### config.mk
export PLATFORM = sky130hd
export DESIGN_NAME = wav_pcm_stream_parser_top
export DESIGN_NICKNAME = d
export VERILOG_FILES = /design/src/wps_pkg.sv /design/src/wps_in_reg.sv /design/src/wps_parse.sv /design/src/wps_out_reg.sv /design/src/wav_pcm_stream_parser_top.sv
export SDC_FILE = /design/constraint.sdc
export NUM_CORES = 1
export LEC_CHECK = 0
export BUFFER_PORTS_ARGS = -buffer_cell sky130_fd_sc_hd__buf_2
export CAP_MARGIN = 20
export CORE_MARGIN = 2
export CORE_UTILIZATION = 39
export DETAILED_ROUTE_END_ITERATION = 8
export PLACE_DENSITY = 0.62
export SYNTH_ARGS = -nofsm -noshare
export SYNTH_HDL_FRONTEND = slang
export SYNTH_SLANG_ARGS = --single-unit
export TNS_END_PERCENT = 30
### constraint.sdc
create_clock -name clk -period 17.85 [get_ports clk]
set_input_delay 0 -clock clk [delete_from_list [all_inputs] [get_ports clk]]
set_output_delay 0 -clock clk [all_outputs]
set_load 0.01 [all_outputs]
### src/wps_pkg.sv
package wps_pkg;

	localparam int HDR_LEN       = 44;
	localparam int RIFF_OVERHEAD = 36;

	// header byte offsets with special handling
	localparam logic [5:0] OFF_SIZE0    = 6'd4;
	localparam logic [5:0] OFF_SIZE3    = 6'd7;
	localparam logic [5:0] OFF_CHANNELS = 6'd22;
	localparam logic [5:0] OFF_RATE0    = 6'd24;
	localparam logic [5:0] OFF_RATE3    = 6'd27;
	localparam logic [5:0] OFF_BITS     = 6'd34;
	localparam logic [5:0] OFF_DSIZE0   = 6'd40;
	localparam logic [5:0] HDR_LAST     = 6'(HDR_LEN - 1);

	localparam logic [7:0] CH_MONO    = 8'd1;
	localparam logic [7:0] CH_STEREO  = 8'd2;
	localparam logic [7:0] BITS_NARROW = 8'd8;
	localparam logic [7:0] BITS_WIDE   = 8'd16;

	typedef enum logic [1:0] {
		PH_IDLE   = 2'd0,
		PH_HEADER = 2'd1,
		PH_DATA   = 2'd2
	} phase_t;

	typedef enum logic [1:0] {
		KIND_HEADER = 2'd0,
		KIND_SAMPLE = 2'd1,
		KIND_ERROR  = 2'd2
	} kind_t;

	typedef enum logic [3:0] {
		ERR_NONE         = 4'd0,
		ERR_RIFF         = 4'd1,
		ERR_WAVE         = 4'd2,
		ERR_FMT          = 4'd3,
		ERR_CHUNK_LEN    = 4'd4,
		ERR_NOT_PCM      = 4'd5,
		ERR_CHANNELS     = 4'd6,
		ERR_BITS         = 4'd7,
		ERR_DATA_LABEL   = 4'd8,
		ERR_SIZE         = 4'd9,
		ERR_NOT_MULTIPLE = 4'd10
	} err_t;

	typedef struct packed {
		logic [7:0] data;
		logic       start;
	} in_item_t;

	typedef struct packed {
		kind_t       kind;
		err_t        err;
		logic        stereo;
		logic        wide;
		logic [31:0] rate;
		logic [31:0] frames;
		logic [15:0] sample;
		logic        last;
	} result_t;

	// error raised when a fixed header byte differs from its expected value
	function automatic err_t fail_code(input logic [5:0] off);
		err_t code;
		case (off)
			6'd0, 6'd1, 6'd2, 6'd3:     code = ERR_RIFF;
			6'd8, 6'd9, 6'd10, 6'd11:   code = ERR_WAVE;
			6'd12, 6'd13, 6'd14, 6'd15: code = ERR_FMT;
			6'd16, 6'd17, 6'd18, 6'd19: code = ERR_CHUNK_LEN;
			6'd20, 6'd21:               code = ERR_NOT_PCM;
			6'd23:                      code = ERR_CHANNELS;
			6'd35:                      code = ERR_BITS;
			6'd36, 6'd37, 6'd38, 6'd39: code = ERR_DATA_LABEL;
			default:                    code = ERR_NONE;
		endcase
		return code;
	endfunction

	function automatic logic [7:0] want_byte(input logic [5:0] off);
		logic [7:0] v;
		case (off)
			6'd0:    v = 8'h52; // R
			6'd1:    v = 8'h49; // I
			6'd2:    v = 8'h46; // F
			6'd3:    v = 8'h46; // F
			6'd8:    v = 8'h57; // W
			6'd9:    v = 8'h41; // A
			6'd10:   v = 8'h56; // V
			6'd11:   v = 8'h45; // E
			6'd12:   v = 8'h66; // f
			6'd13:   v = 8'h6d; // m
			6'd14:   v = 8'h74; // t
			6'd15:   v = 8'h20; // space
			6'd16:   v = 8'h10; // fmt chunk length 16
			6'd20:   v = 8'h01; // PCM
			6'd36:   v = 8'h64; // d
			6'd37:   v = 8'h61; // a
			6'd38:   v = 8'h74; // t
			6'd39:   v = 8'h61; // a
			default: v = 8'h00;
		endcase
		return v;
	endfunction

endpackage

### src/wps_in_reg.sv
module wps_in_reg
	import wps_pkg::*;
(
	input  logic     clk,
	input  logic     arst_n,
	input  logic     in_valid,
	input  logic     [7:0] stream_byte,
	input  logic     file_start,
	output logic     in_ready,
	input  logic     advance,
	output logic     item_valid,
	output in_item_t item
);

	logic     valid_s1;
	in_item_t item_s1;

	assign in_ready   = !valid_s1 || advance;
	assign item_valid = valid_s1;
	assign item       = item_s1;

	always_ff @(posedge clk or negedge arst_n) begin
		if (!arst_n) begin
			valid_s1 <= 1'b0;
		end else if (in_ready) begin
			valid_s1 <= in_valid;
		end
	end

	always_ff @(posedge clk) begin
		if (in_valid && in_ready) begin
			item_s1.data  <= stream_byte;
			item_s1.start <= file_start;
		end
	end

endmodule

### src/wps_parse.sv
module wps_parse
	import wps_pkg::*;
(
	input  logic     clk,
	input  logic     arst_n,
	input  logic     step,
	input  in_item_t item,
	output logic     res_valid,
	output result_t  res
);

	phase_t      phase_q, cur_phase, n_phase;
	logic [5:0]  off_q, cur_off, n_off, off_c;
	logic [31:0] exp_q, cur_exp, n_exp, exp_m;
	logic [31:0] chunk_q, cur_chunk, n_chunk, chunk_m;
	logic [31:0] rate_q, cur_rate, n_rate, rate_m;
	logic        st_q, cur_st, n_st, st_m;
	logic        wd_q, cur_wd, n_wd, wd_m;
	logic [7:0]  low_q, cur_low, n_low;
	logic [31:0] left_q, cur_left, n_left, left_dec;
	logic [7:0]  b;
	logic [4:0]  lane_bit;
	logic [31:0] frames;
	logic        mask_hit;
	err_t        fc, hdr_err;

	assign b = item.data;

	// a start byte sees cleared state and the header phase
	always_comb begin
		if (item.start) begin
			cur_phase = PH_HEADER;
			cur_off   = '0;
			cur_exp   = '0;
			cur_chunk = '0;
			cur_rate  = '0;
			cur_st    = 1'b0;
			cur_wd    = 1'b0;
			cur_low   = '0;
			cur_left  = '0;
		end else begin
			cur_phase = phase_q;
			cur_off   = off_q;
			cur_exp   = exp_q;
			cur_chunk = chunk_q;
			cur_rate  = rate_q;
			cur_st    = st_q;
			cur_wd    = wd_q;
			cur_low   = low_q;
			cur_left  = left_q;
		end
	end

	// header field accumulation and checks
	always_comb begin
		off_c    = (cur_off > HDR_LAST) ? HDR_LAST : cur_off;
		lane_bit = {off_c[1:0], 3'b000};
		exp_m    = cur_exp;
		rate_m   = cur_rate;
		chunk_m  = cur_chunk;
		if (off_c >= OFF_SIZE0 && off_c <= OFF_SIZE3)
			exp_m[lane_bit +: 8] = cur_exp[lane_bit +: 8] | b;
		if (off_c >= OFF_RATE0 && off_c <= OFF_RATE3)
			rate_m[lane_bit +: 8] = cur_rate[lane_bit +: 8] | b;
		if (off_c >= OFF_DSIZE0)
			chunk_m[lane_bit +: 8] = cur_chunk[lane_bit +: 8] | b;
		st_m = (off_c == OFF_CHANNELS) ? (b == CH_STEREO) : cur_st;
		wd_m = (off_c == OFF_BITS) ? (b == BITS_WIDE) : cur_wd;

		mask_hit = ((cur_st | cur_wd) & chunk_m[0]) | ((cur_st & cur_wd) & chunk_m[1]);
		if (cur_st && cur_wd)
			frames = chunk_m >> 2;
		else if (cur_st || cur_wd)
			frames = chunk_m >> 1;
		else
			frames = chunk_m;

		fc = fail_code(off_c);
		priority if (fc != ERR_NONE && b != want_byte(off_c))
			hdr_err = fc;
		else if (off_c == OFF_CHANNELS && b != CH_MONO && b != CH_STEREO)
			hdr_err = ERR_CHANNELS;
		else if (off_c == OFF_BITS && b != BITS_NARROW && b != BITS_WIDE)
			hdr_err = ERR_BITS;
		else if (off_c == HDR_LAST && (exp_m - 32'(RIFF_OVERHEAD)) != chunk_m)
			hdr_err = ERR_SIZE;
		else if (off_c == HDR_LAST && mask_hit)
			hdr_err = ERR_NOT_MULTIPLE;
		else
			hdr_err = ERR_NONE;
	end

	assign left_dec = cur_left - 32'd1;

	// next state
	always_comb begin
		n_phase = cur_phase;
		n_off   = cur_off;
		n_exp   = cur_exp;
		n_chunk = cur_chunk;
		n_rate  = cur_rate;
		n_st    = cur_st;
		n_wd    = cur_wd;
		n_low   = cur_low;
		n_left  = cur_left;
		unique case (cur_phase)
			PH_HEADER: begin
				if (hdr_err != ERR_NONE) begin
					n_phase = PH_IDLE;
					n_st    = 1'b0;
					n_wd    = 1'b0;
				end else begin
					n_exp   = exp_m;
					n_rate  = rate_m;
					n_chunk = chunk_m;
					n_st    = st_m;
					n_wd    = wd_m;
					if (off_c != HDR_LAST) begin
						n_off = off_c + 6'd1;
					end else begin
						n_off   = '0;
						n_left  = chunk_m;
						n_phase = (chunk_m == '0) ? PH_IDLE : PH_DATA;
					end
				end
			end
			PH_DATA: begin
				if (cur_left == '0) begin
					n_phase = PH_IDLE;
				end else begin
					n_left = left_dec;
					if (cur_wd && left_dec[0])
						n_low = b;
					else if (left_dec == '0)
						n_phase = PH_IDLE;
				end
			end
			default: n_phase = PH_IDLE;
		endcase
	end

	// result
	always_comb begin
		res_valid = 1'b0;
		res       = '0;
		unique case (cur_phase)
			PH_HEADER: begin
				if (hdr_err != ERR_NONE) begin
					res_valid = 1'b1;
					res.kind  = KIND_ERROR;
					res.err   = hdr_err;
				end else if (off_c == HDR_LAST) begin
					res_valid  = 1'b1;
					res.kind   = KIND_HEADER;
					res.stereo = cur_st;
					res.wide   = cur_wd;
					res.rate   = rate_m;
					res.frames = frames;
					res.last   = (chunk_m == '0);
				end
			end
			PH_DATA: begin
				if (cur_left != '0 && !(cur_wd && left_dec[0])) begin
					res_valid  = 1'b1;
					res.kind   = KIND_SAMPLE;
					res.stereo = cur_st;
					res.wide   = cur_wd;
					res.sample = cur_wd ? {b, cur_low} : {8'h00, b};
					res.last   = (left_dec == '0);
				end
			end
			default: res_valid = 1'b0;
		endcase
	end

	always_ff @(posedge clk or negedge arst_n) begin
		if (!arst_n) begin
			phase_q <= PH_IDLE;
			off_q   <= '0;
			exp_q   <= '0;
			chunk_q <= '0;
			rate_q  <= '0;
			st_q    <= 1'b0;
			wd_q    <= 1'b0;
			low_q   <= '0;
			left_q  <= '0;
		end else if (step) begin
			phase_q <= n_phase;
			off_q   <= n_off;
			exp_q   <= n_exp;
			chunk_q <= n_chunk;
			rate_q  <= n_rate;
			st_q    <= n_st;
			wd_q    <= n_wd;
			low_q   <= n_low;
			left_q  <= n_left;
		end
	end

endmodule

### src/wps_out_reg.sv
module wps_out_reg
	import wps_pkg::*;
(
	input  logic    clk,
	input  logic    arst_n,
	input  logic    load,
	input  result_t res,
	input  logic    out_ready,
	output logic    out_valid,
	output logic    space,
	output result_t res_q
);

	logic valid_q;

	assign out_valid = valid_q;
	assign space     = !valid_q || out_ready;

	always_ff @(posedge clk or negedge arst_n) begin
		if (!arst_n) begin
			valid_q <= 1'b0;
		end else if (space) begin
			valid_q <= load;
		end
	end

	always_ff @(posedge clk) begin
		if (load && space) begin
			res_q <= res;
		end
	end

endmodule

### src/wav_pcm_stream_parser_top.sv
// Canonical 44-byte RIFF WAVE (PCM) stream parser.
// Input channel: one file byte per request (stream_byte), with file_start
// marking byte zero of a new file; in_valid / in_ready handshake.
// Output channel: one result per request on out_valid / out_ready:
// result_kind header info, sample or error, with the matching fields.
// A header result follows byte 43, then one sample per complete sample
// (16-bit samples joined little-endian); last_item marks the final one.
// The first header error is reported once; bytes are then dropped until
// the next file_start. Bytes past the data are dropped the same way.
// An accepted byte lands in the input register; the parse stage then fills
// the result register from it.
// Throughput: one byte per cycle unless the output stalls, set by the
// single parse stage updating header and data state for every byte.
// Reset: idle, all bytes dropped until a byte with file_start arrives.
// Stall: while a result waits, the input register still takes one more
// byte; in_ready drops only when both registers are full.
module wav_pcm_stream_parser_top
	import wps_pkg::*;
(
	input  logic        clk,
	input  logic        arst_n,
	input  logic        in_valid,
	output logic        in_ready,
	input  logic [7:0]  stream_byte,
	input  logic        file_start,
	output logic        out_valid,
	input  logic        out_ready,
	output logic [1:0]  result_kind,
	output logic [3:0]  error_code,
	output logic        is_stereo,
	output logic        is_wide,
	output logic [31:0] sample_rate,
	output logic [31:0] frame_count,
	output logic [15:0] sample_value,
	output logic        last_item
);

	in_item_t item;
	logic     item_valid;
	logic     space;
	logic     step;
	logic     res_valid;
	result_t  res;
	result_t  res_q;

	assign step = item_valid && space;

	wps_in_reg u_in (
		.clk        (clk),
		.arst_n     (arst_n),
		.in_valid   (in_valid),
		.stream_byte(stream_byte),
		.file_start (file_start),
		.in_ready   (in_ready),
		.advance    (space),
		.item_valid (item_valid),
		.item       (item)
	);

	wps_parse u_parse (
		.clk      (clk),
		.arst_n   (arst_n),
		.step     (step),
		.item     (item),
		.res_valid(res_valid),
		.res      (res)
	);

	wps_out_reg u_out (
		.clk      (clk),
		.arst_n   (arst_n),
		.load     (step && res_valid),
		.res      (res),
		.out_ready(out_ready),
		.out_valid(out_valid),
		.space    (space),
		.res_q    (res_q)
	);

	assign result_kind  = res_q.kind;
	assign error_code   = res_q.err;
	assign is_stereo    = res_q.stereo;
	assign is_wide      = res_q.wide;
	assign sample_rate  = res_q.rate;
	assign frame_count  = res_q.frames;
	assign sample_value = res_q.sample;
	assign last_item    = res_q.last;

	// a ready receiver never blocks the input side
	a_no_stall: assert property (@(posedge clk) disable iff (!arst_n)
		out_ready |-> in_ready)
		else $error("in_ready low while out_ready high");

	a_err_code: assert property (@(posedge clk) disable iff (!arst_n)
		out_valid |-> ((result_kind == KIND_ERROR) == (error_code != ERR_NONE)))
		else $error("error kind and error code disagree");

	a_sample_fields: assert property (@(posedge clk) disable iff (!arst_n)
		(out_valid && result_kind == KIND_SAMPLE) |->
			(sample_rate == '0 && frame_count == '0))
		else $error("sample result carries header fields");

	a_empty_header: assert property (@(posedge clk) disable iff (!arst_n)
		(out_valid && result_kind == KIND_HEADER && last_item) |-> (frame_count == '0))
		else $error("last header result with nonzero frame count");

endmodule
# Yosys cells after proc, flatten, opt, wreduce, memory -nomap -nowiden
# Memories as Yosys holds them, arrays and structs flattened.
# Index checks and enable logic that the tools add are counted.
[classes]
addsub = 4
n_lt_le_gt_ge = 6
n_eq_ne = 14
shifts = 7
n_mux = 68
n_bitwise = 10
reduce_logical = 34
[ops]
columns = ["op", "n"]
rows = [
  ["$mux W32", 18],
  ["$mux W66", 2],
  ["$bwmux W32", 3],
  ["$logic_not A32 Y1", 3],
  ["$shiftx A32 B6 Y8", 3],
  ["$shiftx A8 B7 Y32", 3],
  ["$pmux W32 S2", 1],
  ["$mux W8", 5],
  ["$ne A32 B32 Y1", 1],
  ["$reduce_bool A32 Y1", 1],
  ["$shift A8 B7 Y32 const A", 1],
  ["$sub A32 B1 Y32 const B", 1],
  ["$sub A32 B6 Y32 const B", 1],
  ["$mux W6", 5],
  ["$or A8 B8 Y8", 3],
  ["$mux W4", 5],
  ["$mux W2", 9],
  ["$logic_and A1 B1 Y1", 16],
  ["$mux W1", 15],
  ["$eq A6 B6 Y1 const B", 2],
  ["$pmux W2 S2", 3],
  ["$eq A8 B2 Y1 const B", 1],
  ["$eq A8 B5 Y1 const B", 1],
  ["$ne A8 B1 Y1 const B", 1],
  ["other kinds (28)", 39],
]
[word_totals]
regBits = 246
romBits = 704
elab_cells = 169
memories = 2
[memory_table]
columns = ["name", "words", "width", "rd", "rd_ports_with_merged_regs", "write_ports", "line_no", "rtl"]
rows = [
  ["(name not given)", 64, 7, 1, 0, 0, "wps_pkg.sv:82", "case (off)"],
  ["(name not given)", 64, 4, 1, 0, 0, "wps_pkg.sv:66", "case (off)"],
]

# Depth between registers and ports, before layout
[logic_depth]
ltp_word = 21
mapped_depth = 29

# Hierarchy
# A second synthesis with hierarchy kept.
[unflattened]
hier_cells = 1982
hier_area_um2 = 16545.9
[modules_own_cells]
columns = ["mod", "instances", "cells_per_inst", "area_per_inst_um2", "seq_area_each_um2"]
rows = [
  ["wps_parse", 1, 1874, 13482.9, 3653.5],
  ["wps_out_reg", 1, 93, 2726.4, 2697.6],
  ["wps_in_reg", 1, 13, 324.1, 295.3],
  ["wav_pcm_stream_parser_top", 1, 2, 12.5, 0.0],
]

# Worst setup path before layout
# Ideal clock, no wire load.
[synth_timing]
path_kind = "register to register"
startpoint = "register u_in.item_s1 (netlist bit u_in.item[0])"
endpoint = "register u_out.res_q[0] (netlist name)"
setup_time_ns = 0.646
arrival_ns = 10.207
t_required_ns = 17.204
setup_slack_ns = 6.998
stages_incl_launch_ff = 21
period_less_slack_ns = 10.852
path_cell_list = "edfxtp_1 > buf_2 > inv_2 > buf_2 > buf_2 > clkbuf_1 > clkbuf_1 > buf_1 > buf_1 > nand2_1 > ha_1 > o21ai_0 > nor2_1 > o21ai_0 > o21bai_1 > and2_1 > clkbuf_1 > o21ai_1 > inv_1 > a21oi_1 > nor3_1"
[synth_via]
elab_chain_cells = 21
[synth_lines]
columns = ["item", "line_no", "rtl"]
rows = [
  ["from (decl)", "wps_in_reg.sv:16", "in_item_t item_s1;"],
  ["parallel branches: the longest is 18 deep, another holds $sub A32 B6 Y32", "-", ""],
  ["$pmux W1 S2 (*)", "wps_parse.sv:146", "unique case (cur_phase)"],
  ["$logic_and A1 B1 Y1 (*)", "wav_pcm_stream_parser_top.sv:72", ".load (step && res_valid),"],
  ["$logic_and A1 B1 Y1 (*)", "wps_out_reg.sv:28", "if (load && space) begin"],
]
# Mark *: on every way between the ends.
# A chain may end at the register's enable or synchronous reset.

# Worst setup path in the final report
[layout_timing]
startpoint = "register u_parse.off_q[4]"
endpoint = "register u_parse.exp_q[7]"
[layout_via]
elab_chain_cells = 19
[layout_lines]
columns = ["item", "line_no", "rtl"]
rows = [
  ["from (decl)", "wps_parse.sv:13", "logic [5:0] off_q, cur_off, n_off, off_c;"],
  ["from (signal assigned)", "wps_parse.sv:189", "off_q <= n_off;"],
  ["$mux W6 (*)", "wps_parse.sv:31", "if (item.start) begin"],
  ["$gt A6 B6 Y1", "wps_parse.sv:56", "off_c = (cur_off > HDR_LAST) ? HDR_LAST : cur_off;"],
  ["$mux W6 (*)", "wps_parse.sv:56", ""],
  ["parallel branches: the longest is 14 deep, another holds $sub A32 B6 Y32", "-", ""],
  ["$mux W32 (*)", "wps_parse.sv:108", "if (hdr_err != ERR_NONE) begin"],
  ["$mux W32 (*)", "wps_parse.sv:106", "unique case (cur_phase)"],
  ["to (signal assigned)", "wps_parse.sv:190", "exp_q <= n_exp;"],
  ["to (decl)", "wps_parse.sv:14", "logic [31:0] exp_q, cur_exp, n_exp, exp_m;"],
]
# Marked as above.

==> metrics <==
Tmin final=8650 ps; asr flop ratio synth=0.602; clk slew on worst S/H paths=60 ps; Final Setup Violations=0; most frequent cell after synthesis=nand2_1; CP cell instances=a211oi_4 > nor3_2 > buf_4 > inv_1 > ha_1 > nor4bb_1 > and3_1 > nand2_1 > o21ai_0 > xnor2_1 > nor4b_1 > nor3_1 > nor3_2 > and4_1 > buf_4 > o21ai_4 > buf_4 > mux2_1; Synth Instances=2,088; Synth top area share=0.210; antenna violations before repair=1; CTS tree=done; Critical Path Start=u_parse.off_q[4]; remaining antenna violation count=0; kind of critical path=reg2reg; total congestion overflow=0; slew margin rel.=0.194; part of the Yosys area used for sequential elements=0.377; CTS Buf Count=30; syn_nets=2,121; number of global-route vias before repair=16,900; DRC=0; crit path launch type=register; RR Endpoint=u_parse.exp_q[7]; Largest delay share family, worst path=simple AND/OR/NAND/NOR gates; die area=0.0470 sq mm; max-cap violations=0; status=completed; H-Tree Depth=1; pwr/cell area=88.8 mW/mm^2; CP arrival=9130 ps; Synth area leader=dfrtp_1; Syn. warnings=0; hpwl dp=50.9 mm; Core ar.=0.0444 sq mm; fin nets=2,148; share of cells above drive strength 1=0.128; LEAKAGE=7.43 nW; 1st-iter DRT viols=2,861; DR vias=18,300; Most Frequent Cell on Critical Path=buf_4; Initial Util=0.397; routability congestion estimate from global placement=0.957; peak supply drop=0.0000725 V; chip width=217 um; min-delay worst type=in2async; Layout area overhead=11.3%; post_cts resized=0; Root Buffer=clkbuf_16; clk sinks=246; final hold viol count=0; R2R Setup Slk=9200 ps; crit-path max FO=49; port bufs=103; biggest cell delay along the critical path=1040 ps; WP buf/inv=4; dpl ws=9670 ps; die height=217 um; Initial DRT Pass Iterations=8; worst r2r src=u_parse.off_q[4]; routed len/inst=26.6 um; Sum Neg Setup Slack=0 ps; CP Capture Type=register; largest cells by area after synthesis=dfrtp_1 21%, edfxtp_1 17%, nand2_1 6.0%; final worst slack=9200 ps; pin count of the biggest net entering global routing=98; total track usage=0.303; Util after Layout=0.442; skew final=18.2 ps; fin. max-slew vios=0; Avg Inst Size Synth=8.45 sq um; Final period util=0.485; CP required=18,320 ps; Reg2Reg Depth=18; routed wire length=72.6 mm; Cell variety after synth=115; synthesized flop and latch total=246; f_max=116 MHz; RSZ-0062 raised after global routing=no; latest clock arrival within the worst-skew pair=610 ps; I/O Pins=104; Worst Tran Pin Value=1200 ps; EDFF count, synth=98; synth cell count leaders=282 x nand2_1, 186 x nor2_1, 179 x a21oi_1; Syn Std Cell Area=0.0176 sq mm; first-pass GRT wire length=109 mm; vias per cell=6.71; Bufs on Longest Clock Path=3; Row Count=77; Post-synth top flop=dfrtp_1; highest-delay cell along the critical path=o21ai_0
worst reg2reg max path, stage by stage, from the launching register on:
cell	delay, ps
dfrtp_1	730
a211oi_4	900
nor3_2	90
buf_4	260
inv_1	580
ha_1	630
nor4bb_1	450
and3_1	450
nand2_1	380
o21ai_0	1050
xnor2_1	210
nor4b_1	200
nor3_1	520
nor3_2	190
and4_1	200
buf_4	270
o21ai_4	280
buf_4	720
mux2_1	410
report_power, final:
group          internal, mW  total [mW]  switching (mW)  leakage, nW
registers             0.633       0.672          0.0396         2.98
clock network         0.352       0.616           0.264        0.473
logic                 0.134       0.454           0.320         3.98
timing repair:
action | 4_1_cts | 5_1_grt
endpoints found under the setup margin | 0 | 0
hold endpoints to repair | 91 | 0
buffers inserted | 0 | 0
hold buffers | 13 | 0
worst max path at each step:
stage	to	cells after the start
2_1_floorplan	u_out.res_q[0]	20
3_3_place_gp	u_parse.exp_q[1]	18
3_5_place_dp	u_parse.exp_q[7]	18
4_1_cts	u_parse.exp_q[7]	18
5_1_grt	u_parse.left_q[19]	20
6_report	u_parse.exp_q[7]	18
cells by family after synthesis:
family / count (synthesis) / share of synthesized area
and+or+nand+nor: 806 / 0.220
AOI/OAI and AO/OA: 701 / 0.280
DFF: 246 / 0.377
buffers and inverters: 214 / 0.0544
muxes: 55 / 0.0316
xor gates and xnor gates: 46 / 0.0228
adders and majority gates: 20 / 0.0142
state kept, by name (all words and copies together) (netlist names), 2 cells and up:
signal	flops
u_parse.exp_q	32
u_in.item	9
u_parse.left_q	32
u_parse.chunk_q	32
u_out.res_q	89
u_parse.low_q	8
u_parse.phase_q	2
u_parse.rate_q	32
u_parse.off_q	6
metal layers:
layer | track usage | routed length [um] | vias to the layer above
met1 | 0.433 | 30200 | 8818
li1 | - | - | 7925
met3 | 0.0657 | 8520 | 251
met2 | 0.437 | 30100 | 1321
met4 | 0.136 | 3730 | 0
met5 | 0 | 0 | -
cell type report:
cell class              count  area, sq um
fillers                  4385        24800
multi-input cells        1628        10100
flip-flops and latches    246         6650
repair buffers            164         1030
clock buffers              41          822
well taps                 592          741
inverters                  45          169
clock inverters            14          151
diodes                      1         2.50
placed cells by master (no fill, tap or decap), types with 12 or more instances in the layout:
| master | instances |
|---|---|
| clkbuf_16 | 30 |
| or4_1 | 15 |
| buf_2 | 102 |
| o21ai_0 | 110 |
| o2111ai_1 | 23 |
| dlygate4sd3_1 | 13 |
| edfxtp_1 | 98 |
| a22oi_1 | 21 |
| nand2_1 | 281 |
| nor2_1 | 185 |
| a21o_1 | 16 |
| xor2_1 | 13 |
| buf_4 | 45 |
| and2_1 | 20 |
| nand2b_1 | 12 |
| dfrtp_1 | 148 |
| nor4_1 | 27 |
| o21ai_1 | 13 |
| nand4_1 | 32 |
| a31oi_1 | 27 |
| o211ai_1 | 45 |
| nand3_1 | 82 |
| nor2b_1 | 12 |
| nor3_1 | 50 |
| and3_1 | 19 |
| a21oi_1 | 178 |
| o22ai_1 | 35 |
| a211oi_1 | 27 |
| xnor2_1 | 33 |
| inv_1 | 42 |
| o31ai_1 | 13 |
| mux2i_1 | 49 |
| ha_1 | 20 |
per-stage QoR:
stage / power (mW) / instances / hold slack, ps / cell area (sq um)
after global routing: 1.81 / 2730 / 105 / 19600
final: 1.74 / 2731 / 32.4 / 19600
after detailed placement: 1.12 / 2660 / 159 / 18500
after floorplan: 0.972 / 2088 / -296 / 17600
after CTS: 1.73 / 2728 / 76.5 / 19600
after global placement: 1.11 / 2659 / 156 / 18500
Note: power is estimated with default switching activity, not from simulation.
